===== src/rtl/bbdd_pkg.sv =====
`timescale 1ns / 1ps

package bbdd_pkg;

  // Pipeline length, input to output register
  localparam int PIPE_DEPTH = 7;

  // Internal widths
  localparam int DX_W  = 22;  // scaled centre delta, Q.12
  localparam int DW_W  = 18;  // clipped size delta, Q.12
  localparam int SUM_W = 25;  // x1 + x2, Q.4
  localparam int PW_W  = 26;  // anchor size, Q.4
  localparam int PD_W  = 48;  // size * centre delta
  localparam int G_W   = 53;  // centre / half size, Q.20
  localparam int TAB_W = 17;  // exp table entry, Q.16
  localparam int MAG_W = 43;  // |size| * table entry
  localparam int K_W   = 9;   // integer part of d*log2(e)

  // Fixed-point constants
  localparam logic signed [35:0] LOG2E_Q16 = 36'sd94548;
  localparam logic [63:0]        LN2_Q30   = 64'd744261118;
  localparam logic [51:0]        GW_LIMIT  = 52'h8000000000000;
  localparam logic signed [54:0] HALF_Q20  = 55'sd524288;

  // Register map
  localparam logic [2:0] REG_MEAN_OFFSETS  = 3'd0;
  localparam logic [2:0] REG_STD_SCALES    = 3'd1;
  localparam logic [2:0] REG_MAX_LOG_RATIO = 3'd2;
  localparam logic [2:0] REG_MAX_HEIGHT    = 3'd3;
  localparam logic [2:0] REG_MAX_WIDTH     = 3'd4;

  typedef struct packed {
    logic signed [23:0] anchor_x1;
    logic signed [23:0] anchor_y1;
    logic signed [23:0] anchor_x2;
    logic signed [23:0] anchor_y2;
    logic signed [15:0] delta_x;
    logic signed [15:0] delta_y;
    logic signed [15:0] delta_w;
    logic signed [15:0] delta_h;
  } bbdd_in_t;

  typedef struct packed {
    logic [19:0] box_x1;
    logic [19:0] box_y1;
    logic [19:0] box_x2;
    logic [19:0] box_y2;
  } bbdd_out_t;

  typedef struct packed {
    logic [63:0] mean_offsets;
    logic [63:0] std_scales;
    logic [15:0] max_log_ratio;
    logic [15:0] max_height;
    logic [15:0] max_width;
  } bbdd_cfg_t;

endpackage


===== src/rtl/bbdd_delta_scale.sv =====
`timescale 1ns / 1ps

module bbdd_delta_scale import bbdd_pkg::*; (
  input  logic                   clk,
  input  logic [1:0]             stg_ld,
  input  bbdd_in_t               in_data,
  input  bbdd_cfg_t              cfg,
  output logic signed [DX_W-1:0] dx,
  output logic signed [DX_W-1:0] dy,
  output logic signed [DW_W-1:0] dw,
  output logic signed [DW_W-1:0] dh
);

  logic signed [15:0] raw [4];
  logic signed [31:0] prod_nxt [4];
  logic signed [31:0] prod_r [4];
  logic signed [DX_W-1:0] d_full [4];
  logic signed [DW_W-1:0] dw_nxt, dh_nxt;
  logic signed [DX_W-1:0] dx_r, dy_r;
  logic signed [DW_W-1:0] dw_r, dh_r;
  logic signed [DX_W-1:0] lim;

  assign raw[0] = in_data.delta_x;
  assign raw[1] = in_data.delta_y;
  assign raw[2] = in_data.delta_w;
  assign raw[3] = in_data.delta_h;

  // Lane math: raw * std, then round to Q.12 and add the mean
  for (genvar n = 0; n < 4; n++) begin : g_lane
    logic signed [15:0] std_l, mean_l;
    logic signed [32:0] rsum;
    logic signed [20:0] rnd;
    assign std_l    = $signed(cfg.std_scales[16*n +: 16]);
    assign mean_l   = $signed(cfg.mean_offsets[16*n +: 16]);
    assign prod_nxt[n] = raw[n] * std_l;
    assign rsum     = 33'(prod_r[n]) + 33'sd2048;
    assign rnd      = 21'(rsum >>> 12);
    assign d_full[n] = DX_W'(rnd) + DX_W'(mean_l);
  end

  // Clip the size deltas to +/- max_log_ratio
  assign lim = DX_W'($signed({2'b00, cfg.max_log_ratio}));

  function automatic logic signed [DW_W-1:0] clip(input logic signed [DX_W-1:0] d,
                                                  input logic signed [DX_W-1:0] m);
    logic signed [DX_W-1:0] r;
    if (d > m) begin
      r = m;
    end else if (d < -m) begin
      r = -m;
    end else begin
      r = d;
    end
    return DW_W'(r);
  endfunction

  assign dw_nxt = clip(d_full[2], lim);
  assign dh_nxt = clip(d_full[3], lim);

  always_ff @(posedge clk) begin
    if (stg_ld[0]) begin
      for (int n = 0; n < 4; n++) prod_r[n] <= prod_nxt[n];
    end
    if (stg_ld[1]) begin
      dx_r <= d_full[0];
      dy_r <= d_full[1];
      dw_r <= dw_nxt;
      dh_r <= dh_nxt;
    end
  end

  assign dx = dx_r;
  assign dy = dy_r;
  assign dw = dw_r;
  assign dh = dh_r;

endmodule


===== config.mk =====
export PLATFORM = sky130hd
export DESIGN_NAME = bbdd_delta_scale
export DESIGN_NICKNAME = d
export VERILOG_FILES = /design/src/rtl/bbdd_pkg.sv /design/src/rtl/bbdd_delta_scale.sv
export SDC_FILE = /design/constraint.sdc
export NUM_CORES = 2
export LEC_CHECK = 0
export BUFFER_PORTS_ARGS = -buffer_cell sky130_fd_sc_hd__buf_2
export CAP_MARGIN = 0
export CORE_MARGIN = 2
export CORE_UTILIZATION = 35
export CTS_CLUSTER_SIZE = 8
export DETAILED_ROUTE_END_ITERATION = 8
export SLEW_MARGIN = 10
export SYNTH_ARGS = -nofsm -noshare
export SYNTH_HDL_FRONTEND = slang
export SYNTH_SLANG_ARGS = --single-unit

===== constraint.sdc =====
create_clock -name clk -period 11.5 [get_ports clk]
set_input_delay 2.3 -clock clk [delete_from_list [all_inputs] [get_ports clk]]
set_output_delay 2.3 -clock clk [all_outputs]
set_load 0.1 [all_outputs]

# Word-level counts from Yosys, hierarchy flattened
# Memories as Yosys holds them, arrays and structs flattened.
# Index checks and enable logic that the tools add are counted.
[totals]
regBits = 80
ramBits = 128
inputBits = 339
wordCells = 30
mem_count = 1
[mem_list]
columns = ["memory", "words", "word_bits", "rd", "rd_clocked_by_memory_dff", "write_ports", "line", "text"]
rows = [
  ["prod_r", 4, 32, 4, 0, 4, "bbdd_delta_scale.sv:16", "logic signed [31:0] prod_r [4];"],
]
[classes]
n_addsub = 9
n_mul = 4
magnitude_cmp = 4
muxes = 6
[ops]
columns = ["operator", "n"]
rows = [
  ["adder 32 x 13 -> 33 bit, second input constant", 4],
  ["multiplier 16 x 16 -> 32 bit", 4],
  ["adder 21 x 16 -> 22 bit", 4],
  ["greater-than comparator 22 x 17 -> 1 bit", 2],
  ["< comparator 22 bit", 2],
  ["2-to-1 mux 18 bit", 2],
  ["2-to-1 mux 16 bit", 2],
  ["negator 16 -> 22 bit", 1],
  ["2-to-1 mux 1 bit", 2],
]

# Longest topological paths before layout
# An unclocked memory read counts as a cell.
[logic_depth]
word_depth = 6
mapped_depth = 26

# Least setup slack after synthesis
# Ideal clock, no wire load.
[synth_timing]
path_kind = "input port to flip-flop"
from = "in in_data[27] in the netlist's numbering"
to = "mem prod_r[2][31] (data pin)"
setup_time_ns = 0.271
t_arrival_ns = 8.014
path_slack_ns = 3.215
path_stages = 22
path_buffers = 1
path_cell_list = "clkbuf_1 > nand2_1 > fa_1 > fa_1 > fa_1 > inv_1 > fa_1 > fa_1 > inv_1 > fa_1 > inv_1 > ha_1 > a211o_1 > o21ba_2 > o221ai_1 > a21oi_1 > nor3b_1 > o2111ai_1 > nand2_1 > and4_1 > a2111oi_0 > xnor2_1"
[synth_rtl]
columns = ["item", "line", "text"]
rows = [
  ["start, declared", "bbdd_delta_scale.sv:6", "input bbdd_in_t in_data,"],
  ["end, declared", "bbdd_delta_scale.sv:16", ""],
]

==> results.sh <==
export IMPL_synthArstFlopShare=0
export IMPL_period_share=0.735
export IMPL_fp_dieW_um=384
export IMPL_core_area_um2=143000
export IMPL_layout_commonest_cell="inv_1"
export IMPL_drt_wl_total_mm=128
export IMPL_synthFlopType="edfxtp_1"
export IMPL_worst_slew_pin_slew_ns=0.905
export IMPL_via_per_inst=4.87
export IMPL_dr_pass1_iters=6
export IMPL_crit_path_frequent_cell="fa_1"
export IMPL_vias=36415
export IMPL_ys_seq_area_frac=0.0975
export IMPL_synthesis_nets=7245
export IMPL_status="complete, no violations"
export IMPL_cts_sinks=164
export IMPL_max_freq_mhz=118
export IMPL_post_synth_cell_area_avg_um2=9.39
export IMPL_syn2layout_area_growth_pct=7.77
export IMPL_cts_root_buf="clkbuf_16"
export IMPL_fillers=14385
export IMPL_grt_usage=0.180
export IMPL_netlist_instances=5379
export IMPL_hold_class="reg2reg"
export IMPL_grt_remaining_overflow=0
export IMPL_crit_arrival_ns=8.68
export IMPL_drv_slew=0
export IMPL_clk_path_buf_depth=2
export IMPL_wl_per_cell_um=17.1
export IMPL_cts_tree="done"
export IMPL_grt_pass1_wl_mm=209
export IMPL_yosysWarnings=0
export IMPL_yosysUniqueCellTypes=75
export IMPL_die_area_um2=147000
export IMPL_finalSetupViolations=0
export IMPL_fin_tns_setup_ns=0
export IMPL_fin_crit_ns=8.45
export IMPL_die_y_um=384
export IMPL_layout_common_cells="1212 x inv_1, 1048 x fa_1, 586 x nand2_1"
export IMPL_num_rows=139
export IMPL_place_hpwl_mm=107
export IMPL_gp_congestion=0.875
export IMPL_cts_buffers=17
export IMPL_slowest_stage="fa_1"
export IMPL_rsz0062_at_grt="no"
export IMPL_criticalPathCategory="in2reg"
export IMPL_ios=419
export IMPL_cp_slowest_stage_delay_ns=0.52
export IMPL_drcViolationCount=0
export IMPL_dr_first_iter_drc_count=1610
export IMPL_post_cts_buffers=0
export IMPL_synth_edf_count=164
export IMPL_clk_latency_ns=0.51
export IMPL_drive_gt1_frac=0.0633
export IMPL_syn_cell_area_um2=50500
export IMPL_start_util=0.352
export IMPL_max_slew_margin_rel=0.397
export IMPL_cp_cell_sequence="buf_2 > inv_1 > nor2_1 > fa_1 > fa_1 > fa_1 > fa_1 > fa_1 > inv_1 > fa_1 > inv_1 > ha_1 > and4_1 > o211ai_1 > o221ai_1 > a21oi_1 > nor3b_1 > o2111ai_1 > nand2_1 > and4_1 > a2111oi_0 > xnor2_1"
export IMPL_start_kind="input pin"
export IMPL_cts_hold_buf=0
export IMPL_endpoint_kind="flip-flop"
export IMPL_cp_data_required_time_ns=11.73
export IMPL_nets=7412
export IMPL_cts_resized=0
export IMPL_cts_htree_levels=4
export IMPL_fin_skew_ns=0.0138
export IMPL_grt_pass1_vias=39141
export IMPL_cp_max_fo=13
export IMPL_drv_cap=0
export IMPL_antenna_found_initial=48
export IMPL_hold_viol=0
export IMPL_yosys_register_bits=164
export IMPL_path_clk_slew_ns=0.08
export IMPL_grt_max_degree=60
export IMPL_drtAntennaViolNets=0
export IMPL_io_buffers=290
[state kept, by name, summed over array words and instances (netlist names)]
signal  flops
dh         18
dy         22
dx         22
dw         18
prod_r     84
[layout make-up]
cell class / count / area, µm² / share of cell area
flip-flops and latches: 164 / 4920 / 0.0904
repair buffers: 297 / 1510 / 0.0277
diodes: 10 / 25.0 / 0.000460
inverters: 1212 / 4550 / 0.0835
multi-input cells: 3854 / 40500 / 0.744
clock inverters: 14 / 136 / 0.00250
well taps: 1903 / 2380 / 0.0437
clock buffers: 18 / 429 / 0.00788
[routing by layer]
metal | wire (µm) | up-vias | track usage
li1 | - | 16844 | -
met1 | 52500 | 18557 | 0.222
met2 | 62200 | 781 | 0.310
met3 | 9900 | 193 | 0.0518
met4 | 2930 | 40 | 0.0405
met5 | 239 | - | 0
[critical path, delay by kind of cell]
kind	cells	cell delay, ns
buffers and inverters	4	0.73
AND/OR/NAND/NOR	5	0.90
XOR/XNOR	1	0.15
AO/OA/AOI/OAI	5	1.34
adder cells (fa/ha/maj)	7	3.23
[cell usage after synthesis (all sizes together) (37+ instances only)]
master  number  area [µm²]
xnor2      202        1770
nand2      586        2200
o21ai       66         330
fa        1048       21000
edfxtp     164        4920
nand3       69         345
nor3        47         235
ha         479        5990
and3        37         231
a21oi      136         681
nand2b      40         250
a21o        76         571
xor2        66         578
and2       489        3060
clkbuf     142         533
nor2       187         702
inv       1212        4550
[cells by family after synthesis]
family,after synthesis,share of synthesized area
compound gates,488,0.0650
xor+xnor,268,0.0465
fa+ha+maj,1527,0.534
buf+inv,1361,0.101
flops,164,0.0975
mux,19,0.00376
simple gates,1552,0.152
[stage by stage]
step           area [µm²]  hold slack (ns)  instances  setup WS, ns   util
6_report            54500            0.748       7472          3.05  0.380
3_5_place_dp        53900            0.712       7430          2.49  0.375
4_1_cts             54400            0.753       7462          3.05  0.379
2_1_floorplan       50500            0.662       5379          3.22      -
5_1_grt             54400            0.790       7467          2.71  0.379
3_3_place_gp        53900            0.704       7430          2.61  0.375
[final timing paths]
check,startpoint,slack [ns],to,depth (start not counted)
max,cfg[95],3.05,prod_r[2][31],22
min,prod_r[0][12],0.75,dx[0],2
max reg2reg,prod_r[2][13],5.46,dw[10],22
min reg2reg,prod_r[0][12],0.75,dx[0],2
Power is not shown: default switching activity piles up to over one toggle a cycle in this logic, so the estimate is an artifact.
