$ cat src/rtl/bbdd_pkg.sv
`timescale 1ns / 1ps

package bbdd_pkg;

  // Pipeline length, input to output register
  localparam int PIPE_DEPTH = 7;

  // Internal widths
  localparam int DX_W  = 22;  // scaled centre delta, Q.12
  localparam int DW_W  = 18;  // clipped size delta, Q.12
  localparam int SUM_W = 25;  // x1 + x2, Q.4
  localparam int PW_W  = 26;  // anchor size, Q.4
  localparam int PD_W  = 48;  // size * centre delta
  localparam int G_W   = 53;  // centre / half size, Q.20
  localparam int TAB_W = 17;  // exp table entry, Q.16
  localparam int MAG_W = 43;  // |size| * table entry
  localparam int K_W   = 9;   // integer part of d*log2(e)

  // Fixed-point constants
  localparam logic signed [35:0] LOG2E_Q16 = 36'sd94548;
  localparam logic [63:0]        LN2_Q30   = 64'd744261118;
  localparam logic [51:0]        GW_LIMIT  = 52'h8000000000000;
  localparam logic signed [54:0] HALF_Q20  = 55'sd524288;

  // Register map
  localparam logic [2:0] REG_MEAN_OFFSETS  = 3'd0;
  localparam logic [2:0] REG_STD_SCALES    = 3'd1;
  localparam logic [2:0] REG_MAX_LOG_RATIO = 3'd2;
  localparam logic [2:0] REG_MAX_HEIGHT    = 3'd3;
  localparam logic [2:0] REG_MAX_WIDTH     = 3'd4;

  typedef struct packed {
    logic signed [23:0] anchor_x1;
    logic signed [23:0] anchor_y1;
    logic signed [23:0] anchor_x2;
    logic signed [23:0] anchor_y2;
    logic signed [15:0] delta_x;
    logic signed [15:0] delta_y;
    logic signed [15:0] delta_w;
    logic signed [15:0] delta_h;
  } bbdd_in_t;

  typedef struct packed {
    logic [19:0] box_x1;
    logic [19:0] box_y1;
    logic [19:0] box_x2;
    logic [19:0] box_y2;
  } bbdd_out_t;

  typedef struct packed {
    logic [63:0] mean_offsets;
    logic [63:0] std_scales;
    logic [15:0] max_log_ratio;
    logic [15:0] max_height;
    logic [15:0] max_width;
  } bbdd_cfg_t;

endpackage

$ cat src/rtl/bbdd_corner.sv
`timescale 1ns / 1ps

module bbdd_corner import bbdd_pkg::*; (
  input  logic                  clk,
  input  logic                  stg_ld,
  input  logic signed [G_W-1:0] gx,
  input  logic signed [G_W-1:0] gy,
  input  logic signed [G_W-1:0] hw,
  input  logic signed [G_W-1:0] hh,
  input  logic [15:0]           max_width,
  input  logic [15:0]           max_height,
  output bbdd_out_t             out_data
);

  // Round Q.20 to Q.4 and clamp to [0, 16*max]
  function automatic logic [19:0] to_out(input logic signed [54:0] v,
                                         input logic [15:0] maxpix);
    logic signed [54:0] r;
    logic signed [38:0] q;
    logic [19:0]        hi;
    logic [19:0]        res;
    r  = v + 55'sd32768;
    q  = 39'(r >>> 16);
    hi = {maxpix, 4'b0000};
    if (q < 0) begin
      res = '0;
    end else if (q > $signed({19'b0, hi})) begin
      res = hi;
    end else begin
      res = q[19:0];
    end
    return res;
  endfunction

  bbdd_out_t out_nxt, out_r;

  always_comb begin
    out_nxt.box_x1 = to_out(55'(gx) - 55'(hw) + HALF_Q20, max_width);
    out_nxt.box_y1 = to_out(55'(gy) - 55'(hh) + HALF_Q20, max_height);
    out_nxt.box_x2 = to_out(55'(gx) + 55'(hw) - HALF_Q20, max_width);
    out_nxt.box_y2 = to_out(55'(gy) + 55'(hh) - HALF_Q20, max_height);
  end

  always_ff @(posedge clk) begin
    if (stg_ld) begin
      out_r <= out_nxt;
    end
  end

  assign out_data = out_r;

endmodule

$ cat config.mk
export PLATFORM = sky130hd
export DESIGN_NAME = bbdd_corner
export DESIGN_NICKNAME = d
export VERILOG_FILES = /design/src/rtl/bbdd_pkg.sv /design/src/rtl/bbdd_corner.sv
export SDC_FILE = /design/constraint.sdc
export NUM_CORES = 1
export LEC_CHECK = 0
export BUFFER_PORTS_ARGS = -buffer_cell sky130_fd_sc_hd__buf_2
export CAP_MARGIN = 40
export CORE_MARGIN = 3
export CORE_UTILIZATION = 50
export DETAILED_ROUTE_END_ITERATION = 10
export GPL_ROUTABILITY_DRIVEN = 1
export GPL_TIMING_DRIVEN = 1
export PLACE_DENSITY = 0.79
export SLEW_MARGIN = 40
export SYNTH_ARGS = -nofsm -noshare
export SYNTH_HDL_FRONTEND = slang
export SYNTH_SLANG_ARGS = --single-unit
$ cat constraint.sdc
create_clock -name clk -period 5.5 [get_ports clk]
set_input_delay 0.55 -clock clk [delete_from_list [all_inputs] [get_ports clk]]
set_output_delay 0.55 -clock clk [all_outputs]
set_load 0.005 [all_outputs]
# Yosys cells after proc, flatten, opt, wreduce, memory -nomap -nowiden
# Cells that the tools add are included.
dict set report totals {
  word_cells 36
  input_bits 246
  register_bits 80
  output_inout_bits 80
}
dict set report op_classes {
  n_mux 4
  magnitude_cmp 8
  n_reduce_logical 4
  add_sub_neg 12
}
# operator n
set op_table {}
lappend op_table {{$add 55x17->55 const B} 4}
lappend op_table {{$gt 39x21->1} 4}
lappend op_table {{$lt 39x1->1 const B} 4}
lappend op_table {{$add 54x21->55 const B} 2}
lappend op_table {{$sub 54x21->55 const B} 2}
lappend op_table {{$add 53x53->54} 2}
lappend op_table {{$sub 53x53->54} 2}
lappend op_table {{$mux 20} 4}
lappend op_table {{$reduce_or 2->1} 4}

# Logic depth before layout (Yosys ltp)
# Gate-level depths: netlist of the first run.
dict set report logic_depth {
  word_depth 5
  ltp_mapped 26
  mapped_depth_nobuf 24
}

# Worst setup path before layout of the first run
# OpenSTA, ideal clock, no wires.
dict set report synth_path {
  path_kind {input to register}
  startpoint {in gy[15]}
  endpoint {reg out_r, in the netlist out_data[47], data pin}
  path_slack_ns -0.038
  setup_ns 0.272
  path_buffers 3
  t_arrival_ns 5.266
  cell_stages 25
  path_cell_list {inv_1 ha_1 ha_1 clkbuf_1 nand3_1 nor2_1 o211ai_1 o211ai_1 a21boi_0 o21ai_0 a31o_2 xor2_1 ha_1 a21o_1 a21o_1 a211oi_1 o21ai_0 a221o_1 a21oi_1 o2111ai_1 or4_1 buf_2 buf_6 o21ai_1 a21oi_1}
}
dict set report synth_via {
  elab_chain_len 5
}
# element line
set synth_lines {}
lappend synth_lines {{start: declaration} bbdd_corner.sv:7} ;# input logic signed [G_W-1:0] gy,
lappend synth_lines {{$sub 53x53->54 *} bbdd_corner.sv:39} ;# out_nxt.box_y1 = to_out(55'(gy) - 55'(hh) + HALF_Q20, max_height);
lappend synth_lines {{$add 54x21->55 *} bbdd_corner.sv:39}
lappend synth_lines {{$add 55x17->55 *} bbdd_corner.sv:22} ;# r = v + 55'sd32768;
lappend synth_lines {{$gt 39x21->1} bbdd_corner.sv:27} ;# end else if (q > $signed({19'b0, hi})) begin
lappend synth_lines {{$mux 20} bbdd_corner.sv:27}
lappend synth_lines {{end signal: assignment} bbdd_corner.sv:46} ;# out_r <= out_nxt;
lappend synth_lines {{end: declaration} bbdd_corner.sv:35} ;# bbdd_out_t out_nxt, out_r;
# Mark *: on every way between the ends. The rest lies on a longest branch, timed or not.
# A chain may end at the register's enable or synchronous reset.

# Worst setup path in the final report of the first run
dict set report layout_path {
  startpoint {in hh[13]}
  endpoint {reg out_r, in the netlist out_data[9], data pin}
}
dict set report layout_via {
  elab_chain_len 5
}
# element line
set layout_lines {}
lappend layout_lines {{start: declaration} bbdd_corner.sv:9} ;# input logic signed [G_W-1:0] hh,
lappend layout_lines {{$add 53x53->54 *} bbdd_corner.sv:41} ;# out_nxt.box_y2 = to_out(55'(gy) + 55'(hh) - HALF_Q20, max_height);
lappend layout_lines {{$sub 54x21->55 *} bbdd_corner.sv:41}
lappend layout_lines {{$add 55x17->55 *} bbdd_corner.sv:22}
lappend layout_lines {{$gt 39x21->1} bbdd_corner.sv:27}
lappend layout_lines {{$mux 20} bbdd_corner.sv:27}
# Marks and branches as above.

==> results of run 1 <==
==> metal layers <==
layer	GRT usage, %	routed length, um	vias to the layer above
met5	0	88	-
li1	-	-	11800
met4	14.4	4030	16
met2	55.8	36900	1238
met3	5.42	7390	255
met1	45.1	34100	11500
==> stage by stage <==
stage | hold slack (ps) | utilization [%] | cells | total power, W
2_1_floorplan | 662 | - | 2898 | 0.00307
3_3_place_gp | 914 | 62.8 | 4078 | 0.00474
3_5_place_dp | 922 | 62.8 | 4078 | 0.00477
4_1_cts | 528 | 63.8 | 4099 | 0.00553
5_1_grt | 537 | 66.2 | 4115 | 0.00620
6_report | 537 | 66.2 | 4116 | 0.00583
==> cell usage after synthesis (19+ instances only) <==
master | instances | share of area [%]
xor2_1 | 46 | 1.9
a31oi_1 | 19 | 0.55
nor2_1 | 183 | 3.2
o211ai_1 | 26 | 0.91
o31ai_1 | 33 | 1.2
nand4_1 | 100 | 2.9
nand2_1 | 229 | 4.0
xnor2_1 | 63 | 2.6
nand3_1 | 64 | 1.5
inv_1 | 427 | 7.5
o21a_1 | 42 | 1.5
o21bai_1 | 34 | 1.2
o21ai_1 | 22 | 0.51
o21ai_0 | 159 | 3.7
a21o_1 | 70 | 2.4
ha_1 | 478 | 28
a21oi_1 | 310 | 7.2
mux2i_1 | 29 | 1.4
a211oi_1 | 27 | 0.94
buf_2 | 27 | 0.63
edfxtp_1 | 80 | 11
and2_1 | 19 | 0.55
clkbuf_1 | 64 | 1.1
nor3_1 | 33 | 0.77
or3_1 | 20 | 0.58
==> logic make-up (layout without fill, tap and decap cells) <==
group           after synthesis  after routing  synth area share, %
compound gates              897            897                 27.0
simple gates                781            781                 18.6
buf+inv                     521           1199                 9.36
fa+ha+maj                   478            478                 27.9
xor+xnor                    109            109                 4.45
flops                        80             80                 11.2
mux                          32             32                 1.51
other cells                   0              1                    0
==> final timing paths <==
path / startpoint / end / cells past startpoint
max: hh[13] / out_data[9] / 26
min: stg_ld / out_data[5] / 1
==> final cells by class <==
class                           count  share of cell area [%]
Clock buffer                        9                   0.808
Antenna cell                        1                 0.00898
Timing Repair Buffer              756                    17.8
Sequential cell                    80                    8.62
Tap cell                          539                    2.42
Inverter                          427                    5.75
Multi-Input combinational cell   2297                    64.2
Clock inverter                      7                   0.390
==> power groups by stage <==
| stage | Sequential (W) | Combinational (W) | Clock, W |
|---|---|---|---|
| floorplan | 0.000781 | 0.00229 | 0 |
| global placement | 0.000791 | 0.00395 | 0 |
| detailed placement | 0.000790 | 0.00398 | 0 |
| CTS | 0.000778 | 0.00403 | 0.000725 |
| global route | 0.000782 | 0.00468 | 0.000741 |
| finish | 0.000779 | 0.00432 | 0.000724 |
==> cell usage in the layout (no fill, tap or decap), types with 13 or more instances in the layout <==
cell and n:
nor3_1 32, nor4_1 14, o21ai_0 135, nand3_1 62
and2_1 18, nand4bb_1 17, ha_1 446, ha_4 30
xnor2_1 57, nand2_1 227, a21oi_2 17, buf_2 324
xor2_1 43, o21ai_1 35, and3_1 17, a211oi_1 22
o211ai_1 26, nor2_1 179, buf_4 422, a41o_1 17
o21a_1 42, o21bai_1 32, or3_1 20, o31ai_1 27
a21oi_1 294, mux2i_1 27, nand2b_1 13, a21o_1 70
edfxtp_1 80, inv_1 422, nor2b_1 17, nand4_1 100
a31oi_1 14
==> repair_timing <==
action	in CTS	in global routing
buffers inserted	5	14
cloned	0	2
pin swaps	7	44
resized for setup	14	150
setup endpoints to repair	24	76
==> critical path, cell delays in order <==
cell and delay, ps:
buf_2 110, inv_1 60, ha_4 290, inv_1 50
ha_2 370, nand2_1 110, o21ai_2 260, buf_4 160
o21ai_1 80, o31ai_2 340, a21boi_1 140, o21ai_1 170
xor2_1 90, buf_4 170, ha_1 290, nand4_1 200
nor2_4 250, and4b_1 220, nand4_1 150, a211oi_2 310
nand4_1 180, nor4_4 260, buf_6 170, buf_12 150
mux2i_2 230, nor2_1 80
==> run_results.csv, run 1 <==
group,metric,value,unit
run_status,status,"complete, no violations",
clocking,clock_path_buffers,2,
placed_design,place_hpwl,69.9,mm
clocking,cts_buffers,9,
detailed_routing,drtPass1Iterations,6,
global_routing,gr-usage-all-layers,34.2,%
final_layout,multi_input_area,17900,sq um
power_and_ir_drop,vdd_drop_max,133,uV
flow_run,cap_violations,0,
detailed_routing,dr.first_iter.drc_count,2777,
power_and_ir_drop,seq_power_share,13.4,%
timing,fin_ws,143,ps
synthesis,async_reset_ff_share,0,%
timing,period_minus_slack,5360,ps
final_layout,seqCellArea,2400,sq um
worst_setup_path,worst_setup_path_start_kind,"input port",
worst_setup_path,crit_type,"input port to flop",
detailed_routing,routed_wl,82.5,mm
clocking,hold_buffers,0,
power_and_ir_drop,comb_power_share,74.2,%
clocking,cts_root_buf,"clkbuf_16",
final_layout,area_growth,30.0,%
clocking,cts.clk_slew.worst_paths,80,ps
synthesis,yosys_register_bits,80,
timing,setup_viol,0,
placed_design,dp_slack,-652,ps
global_routing,grt_pass1_wl,123,mm
global_routing,grt_max_degree,68,
clocking,cts_tree,"done",
global_routing,grt_overflow_total,0,
synthesis,syn-num-nets,3622,
worst_setup_path,endpoint_kind,"flop",
detailed_routing,wl_per_cell,20.0,um
floorplan,die-area,45400,sq um
floorplan,die_y,213,um
timing,relSlewSlack,50.5,%
synthesis,avgSynthCellArea,7.40,sq um
power_and_ir_drop,power_switching,0.00279,W
timing,worstMarginPinSlew,742,ps
power_and_ir_drop,cellPowerDensity,209,nW/um^2
floorplan,die-width,213,um
placed_design,gp_congestion,1.06,
synthesis,synthFlopType,"edfxtp_1",
global_routing,grt_antenna_before_repair,9,
clocking,htree_num_levels,3,
final_layout,layout-drive-gt1-share,26.0,%
power_and_ir_drop,leakage,14.1,nW
floorplan,core_area,42100,sq um
final_layout,fin_area,27900,sq um
clocking,cts.sinks,80,
synthesis,synth.yosys.seq_area_share,11.2,%
final_layout,largest_reg_flops,80,
min_path,min_path_type,"input port to flop",
placed_design,placed_area,26500,sq um
synthesis,yosys_warnings,0,
detailed_routing,drc,0,
detailed_routing,postRouteAntennaNets,0,
worst_setup_path,crit_path_max_fanout,8,
power_and_ir_drop,clkPwrFrac,12.4,%
placed_design,port_buffers,325,
synthesis,ys_types,95,
power_and_ir_drop,p_int,0.00304,W
floorplan,pin_count,326,
timing,hold_viol,0,
synthesis,syn_inst,2898,
floorplan,start_util,50.9,%
synthesis,synth_enable_flop_cells,80,
timing,max_freq,187,MHz
worst_setup_path,cp.required,5620,ps
final_layout,fillers,3658,
floorplan,core.rowCount,75,
timing,tns,0,ps
detailed_routing,vias,24800,
power_and_ir_drop,sw_frac_of_total,47.8,%
worst_setup_path,crit_arrival,5470,ps
final_layout,final_nets,4295,
synthesis,syn_area,21400,sq um
detailed_routing,routed_via_density,6.03,
timing,report.final.slew_viol_count,0,
global_routing,grt_pass1_vias,23000,
timing,finalCritPeriodShare,97.4,%
Note: power is estimated with default switching activity, not from simulation.
==> run 2: changes to the inputs <==
--- a/config.mk
+++ b/config.mk
@@ -13,7 +13,8 @@
 export GPL_ROUTABILITY_DRIVEN = 1
 export GPL_TIMING_DRIVEN = 1
 export PLACE_DENSITY = 0.79
-export SLEW_MARGIN = 40
+export RECOVER_POWER = 50
+export SLEW_MARGIN = 20
 export SYNTH_ARGS = -nofsm -noshare
 export SYNTH_HDL_FRONTEND = slang
 export SYNTH_SLANG_ARGS = --single-unit
==> run 2 against run 1 <==
The flow now finishes with violations (capacitance limit, slew limit); sequential share of layout area about the same; critical endpoint is now out_data[48]; first-iteration DRC count shrank 4.0%; highest routed layer unchanged; fmax is 1.1% lower; utilization grew 0.12 points; clock power about the same; count of clock-buffer cells in the layout unchanged; worst setup slack worse by 58 ps; global-route usage is essentially flat; largest cell class unchanged; hold slack improved by 19 ps; largest power group unchanged.
==> run_results.csv, run 2 (synthesis results as in run 1) <==
group,metric,value,unit
run_status,status,"complete, but fails checks",
run_status,violations,"capacitance limit, slew limit",
worst_setup_path,crit_type,"input port to flop",
placed_design,numPlacedInstances,4079,
final_layout,final_cells,4119,
timing,hold_viol,0,
clocking,htree_num_levels,3,
global_routing,gr-usage-all-layers,34.3,%
floorplan,die_y,213,um
placed_design,placed_area,26500,sq um
final_layout,largest_reg_flops,80,
timing,rsz0062_at_grt,"yes",
clocking,cts_tree,"done",
timing,report.final.slew_viol_count,53,
detailed_routing,met3_length,7.56,mm
detailed_routing,drc,0,
floorplan,die-width,213,um
global_routing,grt_pass1_wl,123,mm
clocking,clock_path_buffers,2,
final_layout,layout-drive-gt1-share,25.8,%
placed_design,dp_slack,-643,ps
floorplan,start_util,50.9,%
worst_setup_path,endpoint_kind,"flop",
flow_run,cap_violations,1,
detailed_routing,vias,25000,
placed_design,port_buffers,325,
power_and_ir_drop,cellPowerDensity,210,nW/um^2
worst_setup_path,cp.required,5620,ps
timing,setup_viol,0,
detailed_routing,postRouteAntennaNets,0,
clocking,cts.sinks,80,
detailed_routing,dr.first_iter.drc_count,2666,
power_and_ir_drop,leakage,14.0,nW
floorplan,die-area,45400,sq um
detailed_routing,wl_per_cell,20.3,um
clocking,hold_buffers,0,
min_path,min_path_type,"input port to flop",
detailed_routing,drtPass1Iterations,9,
clocking,cts_buffers,9,
clocking,cts.clk_slew.worst_paths,70,ps
detailed_routing,wl_met2,37.8,mm
final_layout,area_growth,30.2,%
worst_setup_path,cpMostUsedCell,"buf_4",
detailed_routing,top_layer_used,"met5",
floorplan,core.rowCount,75,
floorplan,pin_count,326,
min_path,whs_path_depth,3,
worst_setup_path,crit_path_max_fanout,8,
placed_design,gp_congestion,1.06,
detailed_routing,met1Wirelength,34.4,mm
worst_setup_path,crit_arrival,5540,ps
global_routing,grt_max_degree,53,
timing,max_freq,185,MHz
final_layout,final_common_cell,"ha_1",
detailed_routing,routed_via_density,6.07,
timing,period_minus_slack,5420,ps
worst_setup_path,worst_setup_path_start_kind,"input port",
final_layout,fin_area,27900,sq um
placed_design,place_hpwl,70.0,mm
timing,relSlewSlack,-113,%
global_routing,grt_overflow_total,0,
final_layout,antenna_cells,0,
timing,finalCritPeriodShare,98.5,%
final_layout,final_nets,4299,
final_layout,post-route-util,66.3,%
final_layout,final_cell_mix,"ha_1 (440), buf_4 (425), inv_1 (419), buf_2 (300), a21oi_1 (295)",
timing,fin_ws,84.9,ps
global_routing,grt_antenna_before_repair,13,
power_and_ir_drop,power,0.00587,W
worst_setup_path,max_stage_delay,650,ps
timing,worstMarginPinSlew,3200,ps
power_and_ir_drop,vdd_drop_max,137,uV
clocking,cts_root_buf,"clkbuf_16",
floorplan,core_area,42100,sq um
global_routing,grt_pass1_vias,23000,
worst_setup_path,critPathSlowestCell,"or4_4",
detailed_routing,routed_wl,83.7,mm
## run 2: changes by cell type in the layout (fill, tap and decap cells not counted), sizes merged
cell | previous run | this run
diode | 1 | 0
clkbuf | 11 | 35
or4 | 3 | 4
buf | 754 | 732
clkdlybuf4s15 | 0 | 1
## run 2: final cells by class
type / instances / area (sq um)
Timing Repair Buffer: 759 / 4920
Multi-Input combinational cell: 2298 / 18000
Clock inverter: 7 / 109
Fill cell: 3633 / 14200
Tap cell: 539 / 674
Clock buffer: 9 / 225
Sequential cell: 80 / 2400
Inverter: 427 / 1610
## run 2: report_power, final
part / internal [W] / total [W] / switching [W]
Clock: 0.000409 / 0.000724 / 0.000315
Combinational: 0.00190 / 0.00437 / 0.00247
Sequential: 0.000747 / 0.000780 / 0.0000328
## run 2: worst paths after layout
path | from | to | slack (ps)
worst max-delay path | hh[4] | out_data[48] | 80
worst min-delay path | max_height[14] | out_data[18] | 560
## run 2: worst max-delay path: cells and delay by family
family,cells,cell delay [ps]
buffers and inverters,8,980
adder cells (fa/ha/maj),3,650
XOR/XNOR,1,210
AO/OA/AOI/OAI,13,2280
AND/OR/NAND/NOR,3,870
## run 2: per-stage QoR
step	hold WS, ps	setup TNS [ps]
floorplan	662	0
global placement	914	-17150
detailed placement	918	-23800
CTS	522	0
global route	575	-1920
finish	556	0
## run 2: layer usage
layer	vias up	GRT usage [%]
met4	22	14.2
met5	-	0
met2	1272	56.5
li1	11900	-
met1	11600	44.6
met3	247	5.54
## run 2: repair_timing
| action | in CTS | in global routing |
|---|---|---|
| pin swaps | 5 | 78 |
| resized for setup | 17 | 163 |
| setup buffers | 8 | 14 |
| gates cloned | 0 | 4 |
| endpoints found under the setup margin | 25 | 76 |
